$ cat config.mk
export PLATFORM = sky130hd
export DESIGN_NAME = filled_circle_span_generator
export DESIGN_NICKNAME = d
export VERILOG_FILES = /design/src/rtl/core/fcsg_pkg.sv /design/src/rtl/core/fcsg_queue.sv /design/src/rtl/core/fcsg_front.sv /design/src/rtl/core/fcsg_back.sv /design/src/rtl/core/filled_circle_span_generator.sv
export SDC_FILE = /design/constraint.sdc
export NUM_CORES = 1
export LEC_CHECK = 0
export BUFFER_PORTS_ARGS = -buffer_cell sky130_fd_sc_hd__buf_2
export CORE_ASPECT_RATIO = 2
export CORE_MARGIN = 8
export CORE_UTILIZATION = 60
export DETAILED_ROUTE_END_ITERATION = 12
export GPL_TIMING_DRIVEN = 0
export PLACE_DENSITY = 0.79
export SETUP_SLACK_MARGIN = 0.15
export SYNTH_ARGS = -nofsm -noshare
export SYNTH_HDL_FRONTEND = slang
export SYNTH_SLANG_ARGS = --single-unit
$ cat constraint.sdc
create_clock -name clk -period 6.5 [get_ports clk]
set_input_delay 0.65 -clock clk [delete_from_list [all_inputs] [get_ports clk]]
set_output_delay 0.65 -clock clk [all_outputs]
set_load 0.03 [all_outputs]
$ cat src/rtl/core/fcsg_pkg.sv
// Package for the filled circle span generator.
// Holds field widths, mode codes and parameter defaults. No dependencies.
`timescale 1ns / 1ps

package fcsg_pkg;

    localparam int COORD_BITS_DEF  = 16;
    localparam int RADIUS_BITS_DEF = 11;

    localparam int CENTER_W = 15;
    localparam int DIAM_W   = 12;
    localparam int OUT_W    = 16;

    localparam int IN_TDATA_W  = 48;
    localparam int OUT_TDATA_W = 48;

    localparam int QUEUE_DEPTH = 2;

    localparam int SPAN_IDX_W = 2;
    localparam logic [SPAN_IDX_W-1:0] SPAN_FIRST  = 2'd0;
    localparam logic [SPAN_IDX_W-1:0] SPAN_SECOND = 2'd1;
    localparam logic [SPAN_IDX_W-1:0] SPAN_THIRD  = 2'd2;
    localparam logic [SPAN_IDX_W-1:0] SPAN_LAST   = 2'd3;

    localparam logic MODE_START = 1'b0;
    localparam logic MODE_STEP  = 1'b1;

endpackage

$ cat src/rtl/core/fcsg_queue.sv
// Small register queue between the front and back of the span generator.
// Depends on nothing but its parameters.
`timescale 1ns / 1ps

module fcsg_queue #(
    parameter int WIDTH = 8,
    parameter int DEPTH = 2
) (
    input  logic             clk,
    input  logic             rst_n,
    input  logic             push,
    input  logic [WIDTH-1:0] wr_data,
    input  logic             pop,
    output logic [WIDTH-1:0] rd_data,
    output logic             full,
    output logic             empty
);

    localparam int AW = (DEPTH > 1) ? $clog2(DEPTH) : 1;
    localparam int CW = $clog2(DEPTH + 1);

    logic [WIDTH-1:0] mem_reg [DEPTH];
    logic [AW-1:0]    wr_ptr_reg, wr_ptr_next;
    logic [AW-1:0]    rd_ptr_reg, rd_ptr_next;
    logic [CW-1:0]    count_reg, count_next;

    assign full    = (count_reg == CW'(DEPTH));
    assign empty   = (count_reg == '0);
    assign rd_data = mem_reg[rd_ptr_reg];

    always_comb
    begin
        wr_ptr_next = wr_ptr_reg;
        rd_ptr_next = rd_ptr_reg;
        count_next  = count_reg;
        if (push)
        begin
            wr_ptr_next = (wr_ptr_reg == AW'(DEPTH - 1)) ? '0 : wr_ptr_reg + AW'(1);
        end
        if (pop)
        begin
            rd_ptr_next = (rd_ptr_reg == AW'(DEPTH - 1)) ? '0 : rd_ptr_reg + AW'(1);
        end
        if (push && !pop)
        begin
            count_next = count_reg + CW'(1);
        end
        else if (pop && !push)
        begin
            count_next = count_reg - CW'(1);
        end
    end

    always_ff @(posedge clk or negedge rst_n)
    begin
        if (!rst_n)
        begin
            wr_ptr_reg <= '0;
            rd_ptr_reg <= '0;
            count_reg  <= '0;
        end
        else
        begin
            wr_ptr_reg <= wr_ptr_next;
            rd_ptr_reg <= rd_ptr_next;
            count_reg  <= count_next;
        end
    end

    always_ff @(posedge clk)
    begin
        if (push)
        begin
            mem_reg[wr_ptr_reg] <= wr_data;
        end
    end

    a_no_overflow: assert property (@(posedge clk) disable iff (!rst_n)
        push |-> !full)
        else $error("queue written while full");

    a_no_underflow: assert property (@(posedge clk) disable iff (!rst_n)
        pop |-> !empty)
        else $error("queue read while empty");

    a_count_bound: assert property (@(posedge clk) disable iff (!rst_n)
        count_reg <= CW'(DEPTH))
        else $error("queue count above depth");

endmodule

$ cat src/rtl/core/fcsg_front.sv
// Front of the span generator: takes input words, keeps the midpoint state
// and queues one job per step. Depends on fcsg_pkg.
`timescale 1ns / 1ps

module fcsg_front #(
    parameter int RADIUS_BITS = fcsg_pkg::RADIUS_BITS_DEF,
    parameter int JOB_W       = 2 * fcsg_pkg::CENTER_W + 2 * RADIUS_BITS + 1
) (
    input  logic                              clk,
    input  logic                              rst_n,
    input  logic                              accept,
    input  logic                              mode,
    input  logic signed [fcsg_pkg::CENTER_W-1:0] center_x,
    input  logic signed [fcsg_pkg::CENTER_W-1:0] center_y,
    input  logic [fcsg_pkg::DIAM_W-1:0]       diameter,
    output logic                              push,
    output logic [JOB_W-1:0]                  job_data
);

    localparam int OW = RADIUS_BITS + 2;
    localparam int DW = RADIUS_BITS + 4;

    logic signed [fcsg_pkg::CENTER_W-1:0] cx_reg, cx_next;
    logic signed [fcsg_pkg::CENTER_W-1:0] cy_reg, cy_next;
    logic [RADIUS_BITS-1:0]               r_reg, r_next;
    logic signed [OW-1:0]                 ox_reg, ox_next;
    logic signed [OW-1:0]                 oy_reg, oy_next;
    logic signed [DW-1:0]                 dec_reg, dec_next;
    logic                                 drawing_reg, drawing_next;

    logic [fcsg_pkg::DIAM_W-2:0] half;
    logic [RADIUS_BITS-1:0]      r_start;
    logic signed [DW-1:0]        oxd, oyd, rd, two_ox, lim;
    logic signed [OW-1:0]        ox_inc, oy_dec;
    logic signed [OW-1:0]        ox_upd, oy_upd;
    logic signed [DW-1:0]        dec_upd;
    logic                        step_done;

    assign half    = diameter[fcsg_pkg::DIAM_W-1:1];
    assign r_start = RADIUS_BITS'(half);

    assign oxd    = DW'(ox_reg);
    assign oyd    = DW'(oy_reg);
    assign rd     = DW'({1'b0, r_reg});
    assign two_ox = oxd <<< 1;
    assign lim    = (rd - oyd) <<< 1;
    assign ox_inc = ox_reg + OW'(1);
    assign oy_dec = oy_reg - OW'(1);

    // three-way midpoint decision
    always_comb
    begin
        priority if (dec_reg >= two_ox)
        begin
            dec_upd = dec_reg - (two_ox + DW'(1));
            ox_upd  = ox_inc;
            oy_upd  = oy_reg;
        end
        else if (dec_reg < lim)
        begin
            dec_upd = dec_reg + ((oyd <<< 1) - DW'(1));
            ox_upd  = ox_reg;
            oy_upd  = oy_dec;
        end
        else
        begin
            dec_upd = dec_reg + ((oyd - oxd - DW'(1)) <<< 1);
            ox_upd  = ox_inc;
            oy_upd  = oy_dec;
        end
    end

    assign step_done = (oy_upd < ox_upd);

    assign push     = accept && (mode == fcsg_pkg::MODE_STEP) && drawing_reg;
    assign job_data = {step_done, cy_reg, cx_reg,
                       oy_reg[RADIUS_BITS-1:0], ox_reg[RADIUS_BITS-1:0]};

    always_comb
    begin
        cx_next      = cx_reg;
        cy_next      = cy_reg;
        r_next       = r_reg;
        ox_next      = ox_reg;
        oy_next      = oy_reg;
        dec_next     = dec_reg;
        drawing_next = drawing_reg;
        if (accept)
        begin
            if (mode == fcsg_pkg::MODE_START)
            begin
                cx_next      = center_x;
                cy_next      = center_y;
                r_next       = r_start;
                ox_next      = '0;
                oy_next      = OW'(r_start);
                dec_next     = DW'(r_start) - DW'(1);
                drawing_next = 1'b1;
            end
            else if (drawing_reg)
            begin
                ox_next      = ox_upd;
                oy_next      = oy_upd;
                dec_next     = dec_upd;
                drawing_next = !step_done;
            end
        end
    end

    always_ff @(posedge clk or negedge rst_n)
    begin
        if (!rst_n)
        begin
            cx_reg      <= '0;
            cy_reg      <= '0;
            r_reg       <= '0;
            ox_reg      <= '0;
            oy_reg      <= '0;
            dec_reg     <= '0;
            drawing_reg <= 1'b0;
        end
        else
        begin
            cx_reg      <= cx_next;
            cy_reg      <= cy_next;
            r_reg       <= r_next;
            ox_reg      <= ox_next;
            oy_reg      <= oy_next;
            dec_reg     <= dec_next;
            drawing_reg <= drawing_next;
        end
    end

endmodule

$ cat src/rtl/core/fcsg_back.sv
// Back of the span generator: expands each queued job into four spans,
// one per cycle unless the output is stalled, through an output register. Depends on fcsg_pkg.
`timescale 1ns / 1ps

module fcsg_back #(
    parameter int COORD_BITS  = fcsg_pkg::COORD_BITS_DEF,
    parameter int RADIUS_BITS = fcsg_pkg::RADIUS_BITS_DEF,
    parameter int JOB_W       = 2 * fcsg_pkg::CENTER_W + 2 * RADIUS_BITS + 1
) (
    input  logic                                clk,
    input  logic                                rst_n,
    input  logic                                q_valid,
    input  logic [JOB_W-1:0]                    q_data,
    output logic                                q_pop,
    output logic                                m_axis_tvalid,
    input  logic                                m_axis_tready,
    output logic [fcsg_pkg::OUT_TDATA_W-1:0]    m_axis_tdata,
    output logic                                m_axis_tlast,
    output logic [0:0]                          m_axis_tuser
);

    localparam int CW = fcsg_pkg::CENTER_W;
    localparam int RB = RADIUS_BITS;

    logic [JOB_W-1:0]               job_reg, job_next;
    logic                           job_valid_reg, job_valid_next;
    logic [fcsg_pkg::SPAN_IDX_W-1:0] idx_reg, idx_next;
    logic                           out_valid_reg, out_valid_next;
    logic [fcsg_pkg::OUT_TDATA_W-1:0] data_reg, data_next;
    logic                           last_reg, last_next;
    logic                           done_reg, done_next;

    logic [RB-1:0]          ox, oy;
    logic signed [CW-1:0]   cx, cy;
    logic                   job_done;
    logic [COORD_BITS-1:0]  cxc, cyc, a_off, b_off;
    logic [COORD_BITS-1:0]  left_x, right_x, row;
    logic                   advance, at_last, neg_row, use_oy;

    assign ox       = job_reg[RB-1:0];
    assign oy       = job_reg[2*RB-1:RB];
    assign cx       = job_reg[2*RB+CW-1:2*RB];
    assign cy       = job_reg[2*RB+2*CW-1:2*RB+CW];
    assign job_done = job_reg[JOB_W-1];

    assign cxc = COORD_BITS'(cx);
    assign cyc = COORD_BITS'(cy);

    // first and last spans run x +- oy on rows y +- ox; middle two swap
    always_comb
    begin
        unique case (idx_reg)
            fcsg_pkg::SPAN_FIRST:  begin use_oy = 1'b1; neg_row = 1'b0; end
            fcsg_pkg::SPAN_SECOND: begin use_oy = 1'b0; neg_row = 1'b0; end
            fcsg_pkg::SPAN_THIRD:  begin use_oy = 1'b0; neg_row = 1'b1; end
            fcsg_pkg::SPAN_LAST:   begin use_oy = 1'b1; neg_row = 1'b1; end
            default:               begin use_oy = 1'b0; neg_row = 1'b0; end
        endcase
    end

    assign a_off   = use_oy ? COORD_BITS'(oy) : COORD_BITS'(ox);
    assign b_off   = use_oy ? COORD_BITS'(ox) : COORD_BITS'(oy);
    assign left_x  = cxc - a_off;
    assign right_x = cxc + a_off;
    assign row     = neg_row ? (cyc - b_off) : (cyc + b_off);

    assign at_last = (idx_reg == fcsg_pkg::SPAN_LAST);
    assign advance = job_valid_reg && (!out_valid_reg || m_axis_tready);
    assign q_pop   = q_valid && (!job_valid_reg || (advance && at_last));

    always_comb
    begin
        job_next       = job_reg;
        job_valid_next = job_valid_reg;
        idx_next       = idx_reg;
        out_valid_next = out_valid_reg;
        data_next      = data_reg;
        last_next      = last_reg;
        done_next      = done_reg;
        if (advance)
        begin
            idx_next       = idx_reg + fcsg_pkg::SPAN_IDX_W'(1);
            out_valid_next = 1'b1;
            data_next      = {fcsg_pkg::OUT_W'(32'(row)),
                              fcsg_pkg::OUT_W'(32'(right_x)),
                              fcsg_pkg::OUT_W'(32'(left_x))};
            last_next      = at_last;
            done_next      = at_last && job_done;
            if (at_last)
            begin
                job_valid_next = 1'b0;
            end
        end
        else if (m_axis_tready)
        begin
            out_valid_next = 1'b0;
        end
        if (q_pop)
        begin
            job_next       = q_data;
            job_valid_next = 1'b1;
        end
    end

    always_ff @(posedge clk or negedge rst_n)
    begin
        if (!rst_n)
        begin
            job_valid_reg <= 1'b0;
            idx_reg       <= fcsg_pkg::SPAN_FIRST;
            out_valid_reg <= 1'b0;
        end
        else
        begin
            job_valid_reg <= job_valid_next;
            idx_reg       <= idx_next;
            out_valid_reg <= out_valid_next;
        end
    end

    always_ff @(posedge clk)
    begin
        job_reg  <= job_next;
        data_reg <= data_next;
        last_reg <= last_next;
        done_reg <= done_next;
    end

    assign m_axis_tvalid   = out_valid_reg;
    assign m_axis_tdata    = data_reg;
    assign m_axis_tlast    = last_reg;
    assign m_axis_tuser[0] = done_reg;

    a_idle_idx: assert property (@(posedge clk) disable iff (!rst_n)
        !job_valid_reg |-> (idx_reg == fcsg_pkg::SPAN_FIRST))
        else $error("span index not at first span while no job is held");

    a_done_on_last: assert property (@(posedge clk) disable iff (!rst_n)
        (m_axis_tvalid && m_axis_tuser[0]) |-> m_axis_tlast)
        else $error("circle done flagged on a span that is not the last of its step");

    a_hold_stalled: assert property (@(posedge clk) disable iff (!rst_n)
        (m_axis_tvalid && !m_axis_tready) |=>
            (m_axis_tvalid && $stable(m_axis_tdata) && $stable(m_axis_tlast)
             && $stable(m_axis_tuser)))
        else $error("output word changed while stalled");

endmodule

$ cat src/rtl/core/filled_circle_span_generator.sv
// Top level of the filled circle span generator (midpoint, filled spans).
// Depends on fcsg_pkg, fcsg_front, fcsg_queue and fcsg_back.
//
//  channel   dir  tdata                                    tuser          tlast
//  s_axis    in   center_x[14:0] center_y[29:15]           mode           -
//                 diameter[41:30], zero pad to 48
//  m_axis    out  span_left_x[15:0] span_right_x[31:16]    circle_done    last_of_step
//                 span_row[47:32]
//
// A start word gives no output; a step word while drawing gives four spans,
// one per cycle while the output is not stalled, from the single output port
// of the span expander.
// Input words are taken while the two-entry job queue has room; the front
// keeps running while the output is stalled until that queue fills.
// Reset clears the circle state to idle; no clearing pass is needed.
`timescale 1ns / 1ps

module filled_circle_span_generator #(
    parameter int COORD_BITS  = fcsg_pkg::COORD_BITS_DEF,
    parameter int RADIUS_BITS = fcsg_pkg::RADIUS_BITS_DEF
) (
    input  logic                                clk,
    input  logic                                rst_n,
    input  logic                                s_axis_tvalid,
    output logic                                s_axis_tready,
    input  logic [fcsg_pkg::IN_TDATA_W-1:0]     s_axis_tdata,  // center_x, center_y, diameter
    input  logic [0:0]                          s_axis_tuser,  // mode
    output logic                                m_axis_tvalid,
    input  logic                                m_axis_tready,
    output logic [fcsg_pkg::OUT_TDATA_W-1:0]    m_axis_tdata,  // span_left_x, span_right_x, span_row
    output logic                                m_axis_tlast,
    output logic [0:0]                          m_axis_tuser   // circle_done
);

    localparam int CW    = fcsg_pkg::CENTER_W;
    localparam int JOB_W = 2 * CW + 2 * RADIUS_BITS + 1;

    logic             accept;
    logic             push, pop, q_full, q_empty;
    logic [JOB_W-1:0] push_data, pop_data;

    assign s_axis_tready = !q_full;
    assign accept        = s_axis_tvalid && s_axis_tready;

    fcsg_front #(
        .RADIUS_BITS (RADIUS_BITS),
        .JOB_W       (JOB_W)
    ) u_front (
        .clk      (clk),
        .rst_n    (rst_n),
        .accept   (accept),
        .mode     (s_axis_tuser[0]),
        .center_x (s_axis_tdata[CW-1:0]),
        .center_y (s_axis_tdata[2*CW-1:CW]),
        .diameter (s_axis_tdata[2*CW+fcsg_pkg::DIAM_W-1:2*CW]),
        .push     (push),
        .job_data (push_data)
    );

    fcsg_queue #(
        .WIDTH (JOB_W),
        .DEPTH (fcsg_pkg::QUEUE_DEPTH)
    ) u_queue (
        .clk     (clk),
        .rst_n   (rst_n),
        .push    (push),
        .wr_data (push_data),
        .pop     (pop),
        .rd_data (pop_data),
        .full    (q_full),
        .empty   (q_empty)
    );

    fcsg_back #(
        .COORD_BITS  (COORD_BITS),
        .RADIUS_BITS (RADIUS_BITS),
        .JOB_W       (JOB_W)
    ) u_back (
        .clk           (clk),
        .rst_n         (rst_n),
        .q_valid       (!q_empty),
        .q_data        (pop_data),
        .q_pop         (pop),
        .m_axis_tvalid (m_axis_tvalid),
        .m_axis_tready (m_axis_tready),
        .m_axis_tdata  (m_axis_tdata),
        .m_axis_tlast  (m_axis_tlast),
        .m_axis_tuser  (m_axis_tuser)
    );

endmodule

* After elaboration in Yosys (flattened, before gate mapping)
Memory sizes are Yosys's and may differ from the RTL's. A register that Yosys moved wholly into a read port is not among the register bits.
Index checks and enable logic that the tools add are counted.
** Cells by class
- Reduce and logical (&&, ||, !) cells :: 31
- Muxes and demuxes :: 29
- Eq/ne operators :: 5
- $add $sub $neg :: 20
- Bitwise operators :: 1
- Order comparisons :: 3
** Operators with widths (number)
- 13-bit 2-to-1 mux :: 7
- 15-bit 2-to-1 mux :: 4
- 16-bit adder :: 2
- 16-bit subtractor :: 2
- 15-bit adder :: 2
- 11-bit 2-to-1 mux :: 2
- 16-bit 2-to-1 mux :: 1
- 14-bit by 2-bit adder with 15-bit output, second input constant :: 1
- 15-bit by 14-bit greater-or-equal comparator with 1-bit output :: 1
- 15-bit less-than comparator :: 1
- 14-bit by 2-bit subtractor with 15-bit output, second input constant :: 1
- 15-bit subtractor :: 1
- 12-bit by 13-bit subtractor with 14-bit output :: 1
- 13-bit by 13-bit subtractor with 14-bit output :: 1
- 14-bit by 2-bit subtractor with 14-bit output, second input constant :: 1
- 13-bit by 2-bit adder with 13-bit output, second input constant :: 1
- 13-bit less-than comparator :: 1
- 13-bit by 2-bit subtractor with 13-bit output, second input constant :: 1
- 11-bit by 1-bit subtractor with 12-bit output, second input constant :: 1
- 1-bit 2-to-1 mux :: 11
- 1-bit logical AND :: 9
- 2-bit nonzero test :: 4
- 2-bit OR reduction :: 4
- 1-bit logical NOT :: 7
- 12 further kinds :: 22
** Storage, ports and cells
- Input port bits :: 53
- Word-level logic and storage cells :: 106
- Bits in writable memories :: 106
- Register bits after elaboration :: 141
- Memories :: 1
** Memory list
- u_queue.mem_reg :: depth 2, width 53, read ports 1, clocked after Yosys merged registers in 1, write ports 1, RTL line fcsg_queue.sv:22 : logic [WIDTH-1:0] mem_reg [DEPTH];

* Logic depth before layout (Yosys ltp)
Gate-level depths: netlist (run 1).
- Word-level depth :: 9
- Gate-level depth with buffers :: 31

* Hierarchy
Synthesis (run 1) repeated with hierarchy kept, for this count alone.
** Unflattened totals
- Cells, all modules :: 1685
- Area total of the unflattened synthesis :: 18217.5 um^2
** Modules (own cells, without submodules)
- fcsg_front :: cells each 1014, area an instance 8079.0 um^2, instances 1
- fcsg_back :: cells each 487, area an instance 5863.1 um^2, instances 1
- fcsg_queue :: cells each 181, area an instance 4261.6 um^2, instances 1
- filled_circle_span_generator :: cells each 3, area an instance 13.8 um^2, instances 1

* Worst setup path before layout (run 1)
OpenSTA, ideal clock, no wires.
- Path kind :: reg2reg
- Start :: register u_front.oy_reg[1]
- End :: register u_front.drawing_reg
- Stages on the path, launching flop included :: 29
- Period minus slack after synthesis :: 5564 ps
- Setup slack :: 936 ps
- Required time :: 6359 ps
- Arrival time :: 5424 ps
- Path buffers :: 1
- Cells stage by stage :: dfrtp_1 -> inv_1 -> ha_1 -> nor2b_1 -> o21ai_0 -> a21oi_1 -> o21ai_0 -> nand2b_1 -> a21o_1 -> a41o_1 -> o41ai_1 -> o21ai_0 -> ha_1 -> nand4_1 -> a2111oi_0 -> o22ai_1 -> or2_2 -> nand2_1 -> buf_2 -> nand2_1 -> nand2_1 -> xnor2_1 -> ha_1 -> a21o_1 -> a211oi_1 -> o211a_1 -> o21ai_0 -> a21oi_1 -> a31oi_1
** On the way
- Word-level cells in the longest chain between the ends :: 8
- Elaborated cells on any way between the ends :: 10
- Classes of those cells :: add/sub (2); order compare (2); mux (5); reduce/logical (1)
** Ends and longest elaborated chain
- from (decl) :: RTL line fcsg_front.sv:27 : logic signed [OW-1:0] oy_reg, oy_next;
- from (signal assigned) :: RTL line fcsg_front.sv:128 : oy_reg <= oy_next;
- 12-bit by 13-bit subtractor with 14-bit output :: RTL line fcsg_front.sv:46 : assign lim = (rd - oyd) <<< 1;
- 15-bit less-than comparator :: RTL line fcsg_front.sv:59 : else if (dec_reg < lim)
- 13-bit 2-to-1 mux :: RTL line fcsg_front.sv:59
- 13-bit 2-to-1 mux :: RTL line fcsg_front.sv:53 : priority if (dec_reg >= two_ox)
- 13-bit less-than comparator * :: RTL line fcsg_front.sv:73 : assign step_done = (oy_upd < ox_upd);
- via push_data[52] :: RTL line filled_circle_span_generator.sv:40 : logic [JOB_W-1:0] push_data, pop_data;
- 1-bit logical NOT * :: RTL line fcsg_front.sv:105 : drawing_next = !step_done;
- 1-bit 2-to-1 mux * :: RTL line fcsg_front.sv:100 : else if (drawing_reg)
- 1-bit 2-to-1 mux * :: RTL line fcsg_front.sv:90 : if (mode == fcsg_pkg::MODE_START)
- to (signal assigned) :: RTL line fcsg_front.sv:130 : drawing_reg <= drawing_next;
- to (decl) :: RTL line fcsg_front.sv:29 : logic drawing_reg, drawing_next;
The timed path passes the listed nets; every way through them passes the cells marked *.
A chain may end at the register's enable or synchronous reset.

* Worst setup path in the final report (run 1)
- Start :: register u_front.oy_reg[3]
- End :: memory u_queue.mem_reg[1][52] in the netlist's numbering (data pin)
** On the way
- Word-level cells in the longest chain between the ends :: 5
- Elaborated cells on any way between the ends :: 7
- Classes of those cells :: add/sub (2); order compare (2); mux (3)
** Ends and longest elaborated chain (RTL line)
- 12-bit by 13-bit subtractor with 14-bit output :: fcsg_front.sv:46
- 15-bit less-than comparator :: fcsg_front.sv:59
- 13-bit 2-to-1 mux :: fcsg_front.sv:59
- 13-bit 2-to-1 mux :: fcsg_front.sv:53
- 13-bit less-than comparator * :: fcsg_front.sv:73
- via push_data[52] :: filled_circle_span_generator.sv:40
- to (decl) :: fcsg_queue.sv:22
Marked as above.

==> impl_metrics.py, run 1 <==
metrics = {
    "run_status": {
        "status": "complete, no violations",
    },
    "synth": {
        "synth_cell_types": 71,
        "synth-async-reset-ratio": 0.304,
        "synthMuxAreaShare": 0.0576,
        "synth_top_family_by_area": "compound AO/OA/AOI/OAI gates",
        "ys.flop_type": "edfxtp_1",
        "yosys_warnings": 0,
        "synth.ff_latch_count": 299,
        "synthAdderAreaFrac": 0.114,
        "ys_seq_area_frac": 0.485,
        "synthXorXnorAreaFrac": 0.0672,
        "syn_inst": 1641,
        "synth_simple_gate_area_frac": 0.119,
        "synth_compound_gate_area_share": 0.121,
        "avgSynthCellArea_um2": 10.7,
        "syn_area_um2": 17600,
        "synth_edf_count": 208,
        "syn-num-nets": 1849,
    },
    "sta": {
        "tightestPinTransition_ps": 941,
        "rsz0062_at_grt": "no",
        "fmax_ghz": 0.163,
        "finalCritPeriodShare": 0.946,
        "fin_worst_skew_ps": 19.6,
        "relSlewSlack": 0.368,
        "finalHoldViolCount": 0,
        "finalCriticalPeriod_ps": 6150,
        "drv_slew": 0,
        "setup_violations": 0,
    },
    "route": {
        "avgRoutedWirePerCell_um": 22.7,
        "routed_via_density": 6.18,
        "antenna_left": 0,
        "drt_first_pass_iters": 5,
        "via_count": 13400,
        "drtIter0Drc": 830,
        "routed_wl_mm": 49.0,
        "drc_errors": 0,
    },
    "critical_path": {
        "arrival_ps": 6560,
        "cp-start-kind": "register",
        "crit_type": "register to register",
        "path_max_fanout": 10,
        "end_kind": "register",
        "slowest_delay_ps": 440,
        "cp_slowest_cell": "dfrtp_2",
        "cp.required_ps": 6910,
    },
    "clocking": {
        "clockBufferDepth": 3,
        "cts_num_sinks": 299,
        "cts_htree_levels": 1,
        "clk_latency_ps": 550,
        "cts_tree": "done",
        "numCtsBuffers": 24,
        "cts-root-buf": "clkbuf_16",
        "cts_hold_buf": 0,
        "path_clk_slew_ps": 70,
    },
    "floorplanning": {
        "rows": 88,
        "io_pins": 105,
        "start_util": 0.610,
        "core-area_um2": 28800,
        "dieHeight_um": 258,
        "dieArea_um2": 35400,
        "die_w_um": 137,
    },
    "worst_hold_path": {
        "min_path_type": "primary input to async pin",
    },
    "finish": {
        "fin_cells": 2160,
        "fill_cells": 2203,
        "fin_util": 0.681,
        "drive_gt1_frac": 0.148,
        "mostFrequentLayoutCell": "edfxtp_1",
        "largest_reg_flops": 106,
        "layout_common_cells": "208 x edfxtp_1, 198 x nand2_1, 147 x ha_1, 119 x inv_1, 99 x buf_2",
        "finalNetCount": 1990,
        "synthToLayoutAreaGrowth_pct": 11.7,
        "diodes": 0,
    },
    "place": {
        "routabilityCongestion": 1.00,
        "hpwl_mm": 37.4,
        "dpl.cell_count": 2103,
        "portBuffers": 97,
    },
    "grt": {
        "antenna_found_initial": 0,
        "gr-total-overflow": 0,
        "grt_pass1_vias": 13600,
        "grt_use_total": 0.276,
        "grt_pass1_wl_mm": 73.4,
        "grt_max_degree": 64,
    },
    "run": {
        "max_cap_viol_count": 0,
    },
}
-- per-layer routing --
metal  track usage  wire length, um
met2         0.530            27000
met5             0                0
met4         0.234             4710
met3        0.0294             2120
met1         0.241            15100
-- worst paths after layout --
kind | startpoint | endpoint | slack [ps] | depth (start not counted)
max | u_front.oy_reg[3]$_DFFE_PN0P_ | u_queue.mem_reg[1][52]$_DFFE_PP_ | 350 | 29
min | rst_n | u_front.dec_reg[0]$_DFFE_PN0P_ | 40 | 1
max reg2reg | u_front.oy_reg[3]$_DFFE_PN0P_ | u_queue.mem_reg[1][52]$_DFFE_PP_ | 350 | 29
min reg2reg | u_front.cx_reg[9]$_DFFE_PN0P_ | u_queue.mem_reg[1][31]$_DFFE_PP_ | 470 | 0
max in group asynchronous | rst_n | u_front.cx_reg[1]$_DFFE_PN0P_ | 5720 | 2
min in group clk | s_axis_tdata[0] | u_front.cx_reg[0]$_DFFE_PN0P_ | 300 | 3
-- stage by stage --
| stage | instance area, um^2 | worst slack [ps] | hold slack [ps] | TNS (ps) |
|---|---|---|---|---|
| after floorplan | 17600 | 936 | 354 | 0 |
| after global placement | 18500 | -851 | 448 | -12920 |
| after detailed placement | 18600 | -917 | 456 | -2640 |
| after CTS | 19500 | 195 | 41.1 | 0 |
| after global routing | 19600 | 188 | 59.9 | 0 |
| final | 19600 | 353 | 36.0 | 0 |
-- cells by family (layout without fill, tap and decap cells) --
| family | Yosys count | in the layout |
|---|---|---|
| compound gates | 329 | 329 |
| xor+xnor | 135 | 135 |
| fa+ha+maj | 155 | 155 |
| buf+inv | 171 | 330 |
| flops | 299 | 299 |
| mux | 93 | 93 |
| simple gates | 459 | 459 |
-- critical path, delay by kind of cell, from the launching register on --
family | cells | cell delay, ps
AOI/OAI and AO/OA | 13 | 2680
xor gates and xnor gates | 1 | 140
adders and majority gates | 3 | 910
buffers and inverters | 6 | 910
DFF | 1 | 440
and+or+nand+nor | 6 | 910
-- cell type report --
| type | count | area [um^2] | share of cell area |
|---|---|---|---|
| plain buffers | 48 | 204 | 0.0104 |
| clock buffers | 27 | 654 | 0.0333 |
| clock inverters | 17 | 131 | 0.00669 |
| inverters | 123 | 462 | 0.0235 |
| multi-input cells | 1171 | 8520 | 0.434 |
| flip-flops and latches | 299 | 8530 | 0.434 |
| well taps | 360 | 450 | 0.0229 |
| repair buffers | 115 | 693 | 0.0353 |
-- synthesized netlist by cell type (all sizes together), types with 14 or more instances --
master,instances,share of area
a21o,23,0.0098
nor3,31,0.0088
dfrtp,91,0.13
or3,18,0.0064
nand2b,14,0.0050
a211oi,17,0.0073
nand2,201,0.043
xnor2,97,0.048
mux2i,28,0.016
xor2,38,0.019
o22ai,17,0.0060
nor2,88,0.019
a21oi,90,0.026
inv,122,0.026
ha,147,0.10
mux2,65,0.042
clkbuf,41,0.0088
a31oi,18,0.0064
edfxtp,208,0.36
nand3,37,0.011
o21ai,81,0.023
-- timing repair --
item,CTS,global route
buffers inserted,4,9
setup endpoints to repair,3,3
pin swaps,3,7
resized for setup,22,14
Power of run 1 is left out: the tool's default activity adds up to more than one toggle a clock period on the data nets, which glitch-free logic cannot reach.
==> inputs of run 2 (changes only) <==
Settings changed: CAP_MARGIN set to 0, RECOVER_POWER set to 100.
==> impl_metrics.py, run 2 (synthesis gave the netlist of run 1 again) <==
metrics = {
    "place": {
        "place_ws_ps": -917,
        "hpwl_mm": 37.4,
        "routabilityCongestion": 1.00,
        "portBuffers": 97,
    },
    "sta": {
        "fmax_ghz": 0.160,
        "rsz0062_at_grt": "no",
        "finalCritPeriodShare": 0.963,
        "tightestPinTransition_ps": 3850,
        "finalHoldViolCount": 0,
        "relSlewSlack": -1.57,
        "fin_worst_skew_ps": 17.0,
        "fin_ws_ps": 240,
        "whs_ps": 304,
        "finalCriticalPeriod_ps": 6260,
        "drv_slew": 245,
        "totalNegativeSetupSlack_ps": 0,
        "setup_violations": 0,
    },
    "clocking": {
        "clk_latency_ps": 540,
        "cts-root-buf": "clkbuf_16",
        "path_clk_slew_ps": 80,
        "numCtsBuffers": 24,
        "cts_tree": "done",
        "clockBufferDepth": 3,
        "cts_hold_buf": 0,
        "cts_num_sinks": 299,
        "cts_htree_levels": 1,
    },
    "floorplanning": {
        "dieHeight_um": 258,
        "die_w_um": 137,
        "core-area_um2": 28800,
        "rows": 88,
        "start_util": 0.610,
        "io_pins": 105,
        "dieArea_um2": 35400,
    },
    "route": {
        "routed_wl_mm": 49.0,
        "drc_errors": 0,
        "drtIter0Drc": 780,
        "via_count": 13300,
        "avgRoutedWirePerCell_um": 22.7,
        "drt_first_pass_iters": 5,
        "routed_via_density": 6.17,
        "antenna_left": 0,
    },
    "finish": {
        "layout_common_cells": "208 x edfxtp_1, 198 x nand2_1, 147 x ha_1, 120 x inv_1, 103 x clkbuf_1",
        "largest_reg_flops": 106,
        "drive_gt1_frac": 0.107,
        "finalNetCount": 1990,
        "mostFrequentLayoutCell": "edfxtp_1",
        "diodes": 0,
        "fill_cells": 2267,
        "synthToLayoutAreaGrowth_pct": 10.6,
    },
    "critical_path": {
        "critPathBufInv": 6,
        "cp-start-kind": "register",
        "path_max_fanout": 10,
        "cp_slowest_cell": "dfrtp_1",
        "ff2ff_setup_slack_ps": 240,
        "crit_family": "compound AO/OA/AOI/OAI gates",
        "slowest_delay_ps": 480,
        "cp-startpoint": "u_front.oy_reg[3]$_DFFE_PN0P_",
        "reg2reg_depth": 29,
        "end_kind": "register",
        "crit_type": "register to register",
        "rr_endpoint": "u_queue.mem_reg[1][52]$_DFFE_PP_",
        "arrival_ps": 6670,
        "cp.required_ps": 6910,
        "reg2reg_from": "u_front.oy_reg[3]$_DFFE_PN0P_",
    },
    "run_status": {
        "violations": "capacitance limit, slew limit",
        "status": "finished, violations left",
    },
    "grt": {
        "grt_max_degree": 64,
        "antenna_found_initial": 0,
        "grt_pass1_vias": 13600,
        "gr-total-overflow": 0,
        "grt_pass1_wl_mm": 73.4,
        "grt_use_total": 0.276,
    },
    "worst_hold_path": {
        "holdPathEnd": "u_front.cy_reg[3]$_DFFE_PN0P_",
        "min_path_type": "primary input to register",
        "holdPathStages": 3,
        "min_from": "s_axis_tdata[18]",
    },
    "run": {
        "max_cap_viol_count": 7,
    },
}
[run 2: repair_timing]
item                                    CTS  global route
endpoints found under the setup margin    3             3
resized for setup                        22            14
setup buffers                             4             9
pin swaps                                 3             7
[run 2: cell type report]
type	instances	area, um^2	share of cell area
clock buffer	27	654	0.0336
inverter	123	462	0.0237
multi-input combinational	1171	8490	0.437
tap	360	450	0.0232
timing repair buffer	115	529	0.0272
buffer	48	203	0.0104
clock inverter	17	131	0.00675
sequential	299	8530	0.438
[run 2: stage by stage]
stage | utilization | instance area, um^2 | std cells
finish | 0.674 | 19500 | 2160
global route | 0.674 | 19500 | 2160
CTS | 0.676 | 19500 | 2151
detailed placement | 0.646 | 18600 | 2103
global placement | 0.642 | 18500 | 2098
floorplan | - | 17600 | 1641
[run 2: worst max-delay path by stage]
| stage | slack (ps) | endpoint | cells after the start |
|---|---|---|---|
| floorplan | 940 | u_front.drawing_reg$_DFFE_PN0P_ | 28 |
| global placement | -850 | u_front.drawing_reg$_DFFE_PN0P_ | 28 |
| detailed placement | -920 | u_front.drawing_reg$_DFFE_PN0P_ | 30 |
| CTS | 200 | u_queue.mem_reg[1][52]$_DFFE_PP_ | 29 |
| global route | 90 | u_front.drawing_reg$_DFFE_PN0P_ | 29 |
| finish | 240 | u_queue.mem_reg[1][52]$_DFFE_PP_ | 29 |
[run 2: routing by layer]
| metal | GRT usage | up-vias | share of wire |
|---|---|---|---|
| li1 | - | 6169 | - |
| met1 | 0.241 | 6494 | 0.31 |
| met2 | 0.530 | 465 | 0.55 |
| met3 | 0.0294 | 203 | 0.043 |
| met4 | 0.234 | 0 | 0.093 |
| met5 | 0 | - | 0 |
[run 2: worst register-to-register path: cells and delay by family, from the launching register on]
kind,cells,cell delay [ps]
compound gates,13,2690
xor+xnor,1,150
fa+ha+maj,3,920
buf+inv,6,940
flops,1,480
simple gates,6,950
Power of run 2 is left out for the same reason.
==> inputs of run 3 (changes only) <==
Settings changed: MAX_ROUTING_LAYER set to met4.
==> impl_metrics.py, run 3 (synthesis gave the netlist of run 1 again) <==
metrics = {
    "finish": {
        "layout_common_cells": "208 x edfxtp_1, 198 x nand2_1, 147 x ha_1, 121 x inv_1, 103 x clkbuf_1",
        "finalNetCount": 1988,
        "drive_gt1_frac": 0.111,
        "diodes": 0,
        "fill_cells": 2272,
        "synthToLayoutAreaGrowth_pct": 10.8,
        "mostFrequentLayoutCell": "edfxtp_1",
        "largest_reg_flops": 106,
    },
    "sta": {
        "setup_violations": 0,
        "relSlewSlack": -1.46,
        "tightestPinTransition_ps": 3700,
        "fmax_ghz": 0.161,
        "fin_worst_skew_ps": 25.9,
        "finalHoldViolCount": 0,
        "drv_slew": 177,
        "totalNegativeSetupSlack_ps": 0,
        "finalCritPeriodShare": 0.954,
        "rsz0062_at_grt": "no",
        "finalCriticalPeriod_ps": 6200,
    },
    "floorplanning": {
        "dieArea_um2": 35400,
        "core-area_um2": 28800,
        "die_w_um": 137,
        "dieHeight_um": 258,
        "start_util": 0.610,
        "rows": 88,
        "io_pins": 105,
    },
    "clocking": {
        "cts-root-buf": "clkbuf_16",
        "path_clk_slew_ps": 80,
        "cts_tree": "done",
        "cts_hold_buf": 0,
        "cts_htree_levels": 1,
        "cts_num_sinks": 299,
        "clockBufferDepth": 3,
        "numCtsBuffers": 24,
        "clk_latency_ps": 550,
    },
    "critical_path": {
        "cp_slowest_cell": "a2111oi_4",
        "crit_type": "register to register",
        "reg2reg_depth": 29,
        "slowest_delay_ps": 520,
        "cp-start-kind": "register",
        "end_kind": "register",
        "cpMostUsedCell": "ha_1",
        "arrival_ps": 6590,
        "cp.required_ps": 6890,
        "path_max_fanout": 7,
    },
    "grt": {
        "grt_max_degree": 62,
        "grt_pass1_vias": 14100,
        "grt_use_total": 0.285,
        "gr-total-overflow": 0,
        "grt_pass1_wl_mm": 73.8,
        "antenna_found_initial": 0,
    },
    "route": {
        "drt_first_pass_iters": 6,
        "antenna_left": 0,
        "via_count": 13200,
        "avgRoutedWirePerCell_um": 22.6,
        "routed_via_density": 6.14,
        "drtIter0Drc": 861,
        "routed_wl_mm": 48.8,
        "drc_errors": 0,
    },
    "run_status": {
        "violations": "capacitance limit, slew limit",
        "status": "finished, violations left",
    },
    "place": {
        "hpwl_mm": 37.7,
        "portBuffers": 97,
        "routabilityCongestion": 1.01,
    },
    "worst_hold_path": {
        "holdPathStages": 3,
        "min_path_type": "primary input to register",
    },
    "run": {
        "max_cap_viol_count": 6,
    },
}
-- run 3: timing repair --
action | CTS | global route
buffers inserted | 8 | 3
endpoints found under the setup margin | 3 | 3
gates cloned | 0 | 0
resized for setup | 23 | 18
pin swaps | 8 | 10
-- run 3: area by class of cell --
cell class              count  area [um^2]  area share
plain buffers              48          200      0.0103
repair buffers            113          515      0.0265
flip-flops and latches    299         8530       0.438
clock inverters            14          119     0.00610
multi-input cells        1171         8510       0.437
clock buffers              30          697      0.0358
well taps                 360          450      0.0231
inverters                 123          464      0.0238
-- run 3: through the flow --
stage               utilization  hold WS, ps  setup WS, ps  cell area [um^2]  cells
finish                    0.675          293           300             19500   2158
global route              0.675          300          33.0             19500   2158
CTS                       0.679         58.0           183             19600   2155
detailed placement        0.646          458         -1140             18600   2103
global placement          0.642          447          -998             18500   2098
floorplan                     -          354           936             17600   1641
-- run 3: critical path, delay by kind of cell, from the launching register on --
kind,cells,cell delay (ps)
AOI/OAI and AO/OA,16,3240
and+or+nand+nor,4,440
buffers and inverters,5,790
xor gates and xnor gates,1,170
adders and majority gates,3,910
DFF,1,490
-- run 3: path summary, 6_finish.rpt --
kind                            slack [ps]                           start                                to
worst max-delay path                   300   u_front.oy_reg[3]$_DFFE_PN0P_   u_front.drawing_reg$_DFFE_PN0P_
worst min-delay path                   290                s_axis_tdata[24]     u_front.cy_reg[9]$_DFFE_PN0P_
worst max register to register         300   u_front.oy_reg[3]$_DFFE_PN0P_   u_front.drawing_reg$_DFFE_PN0P_
worst min register to register         470  u_front.cy_reg[12]$_DFFE_PN0P_  u_queue.mem_reg[1][49]$_DFFE_PP_
max in group asynchronous             1390                           rst_n     u_front.oy_reg[0]$_DFFE_PN0P_
min in group asynchronous              590                           rst_n      u_front.r_reg[2]$_DFFE_PN0P_
-- run 3: layer usage --
metal  track usage  vias up  part of all wire
li1              -     6158                 -
met1         0.247     6350              0.31
met2         0.523      495              0.55
met3        0.0245      242             0.045
met4         0.248        0              0.10
met5             -        -                 0
Power of run 3 is left out for the same reason.
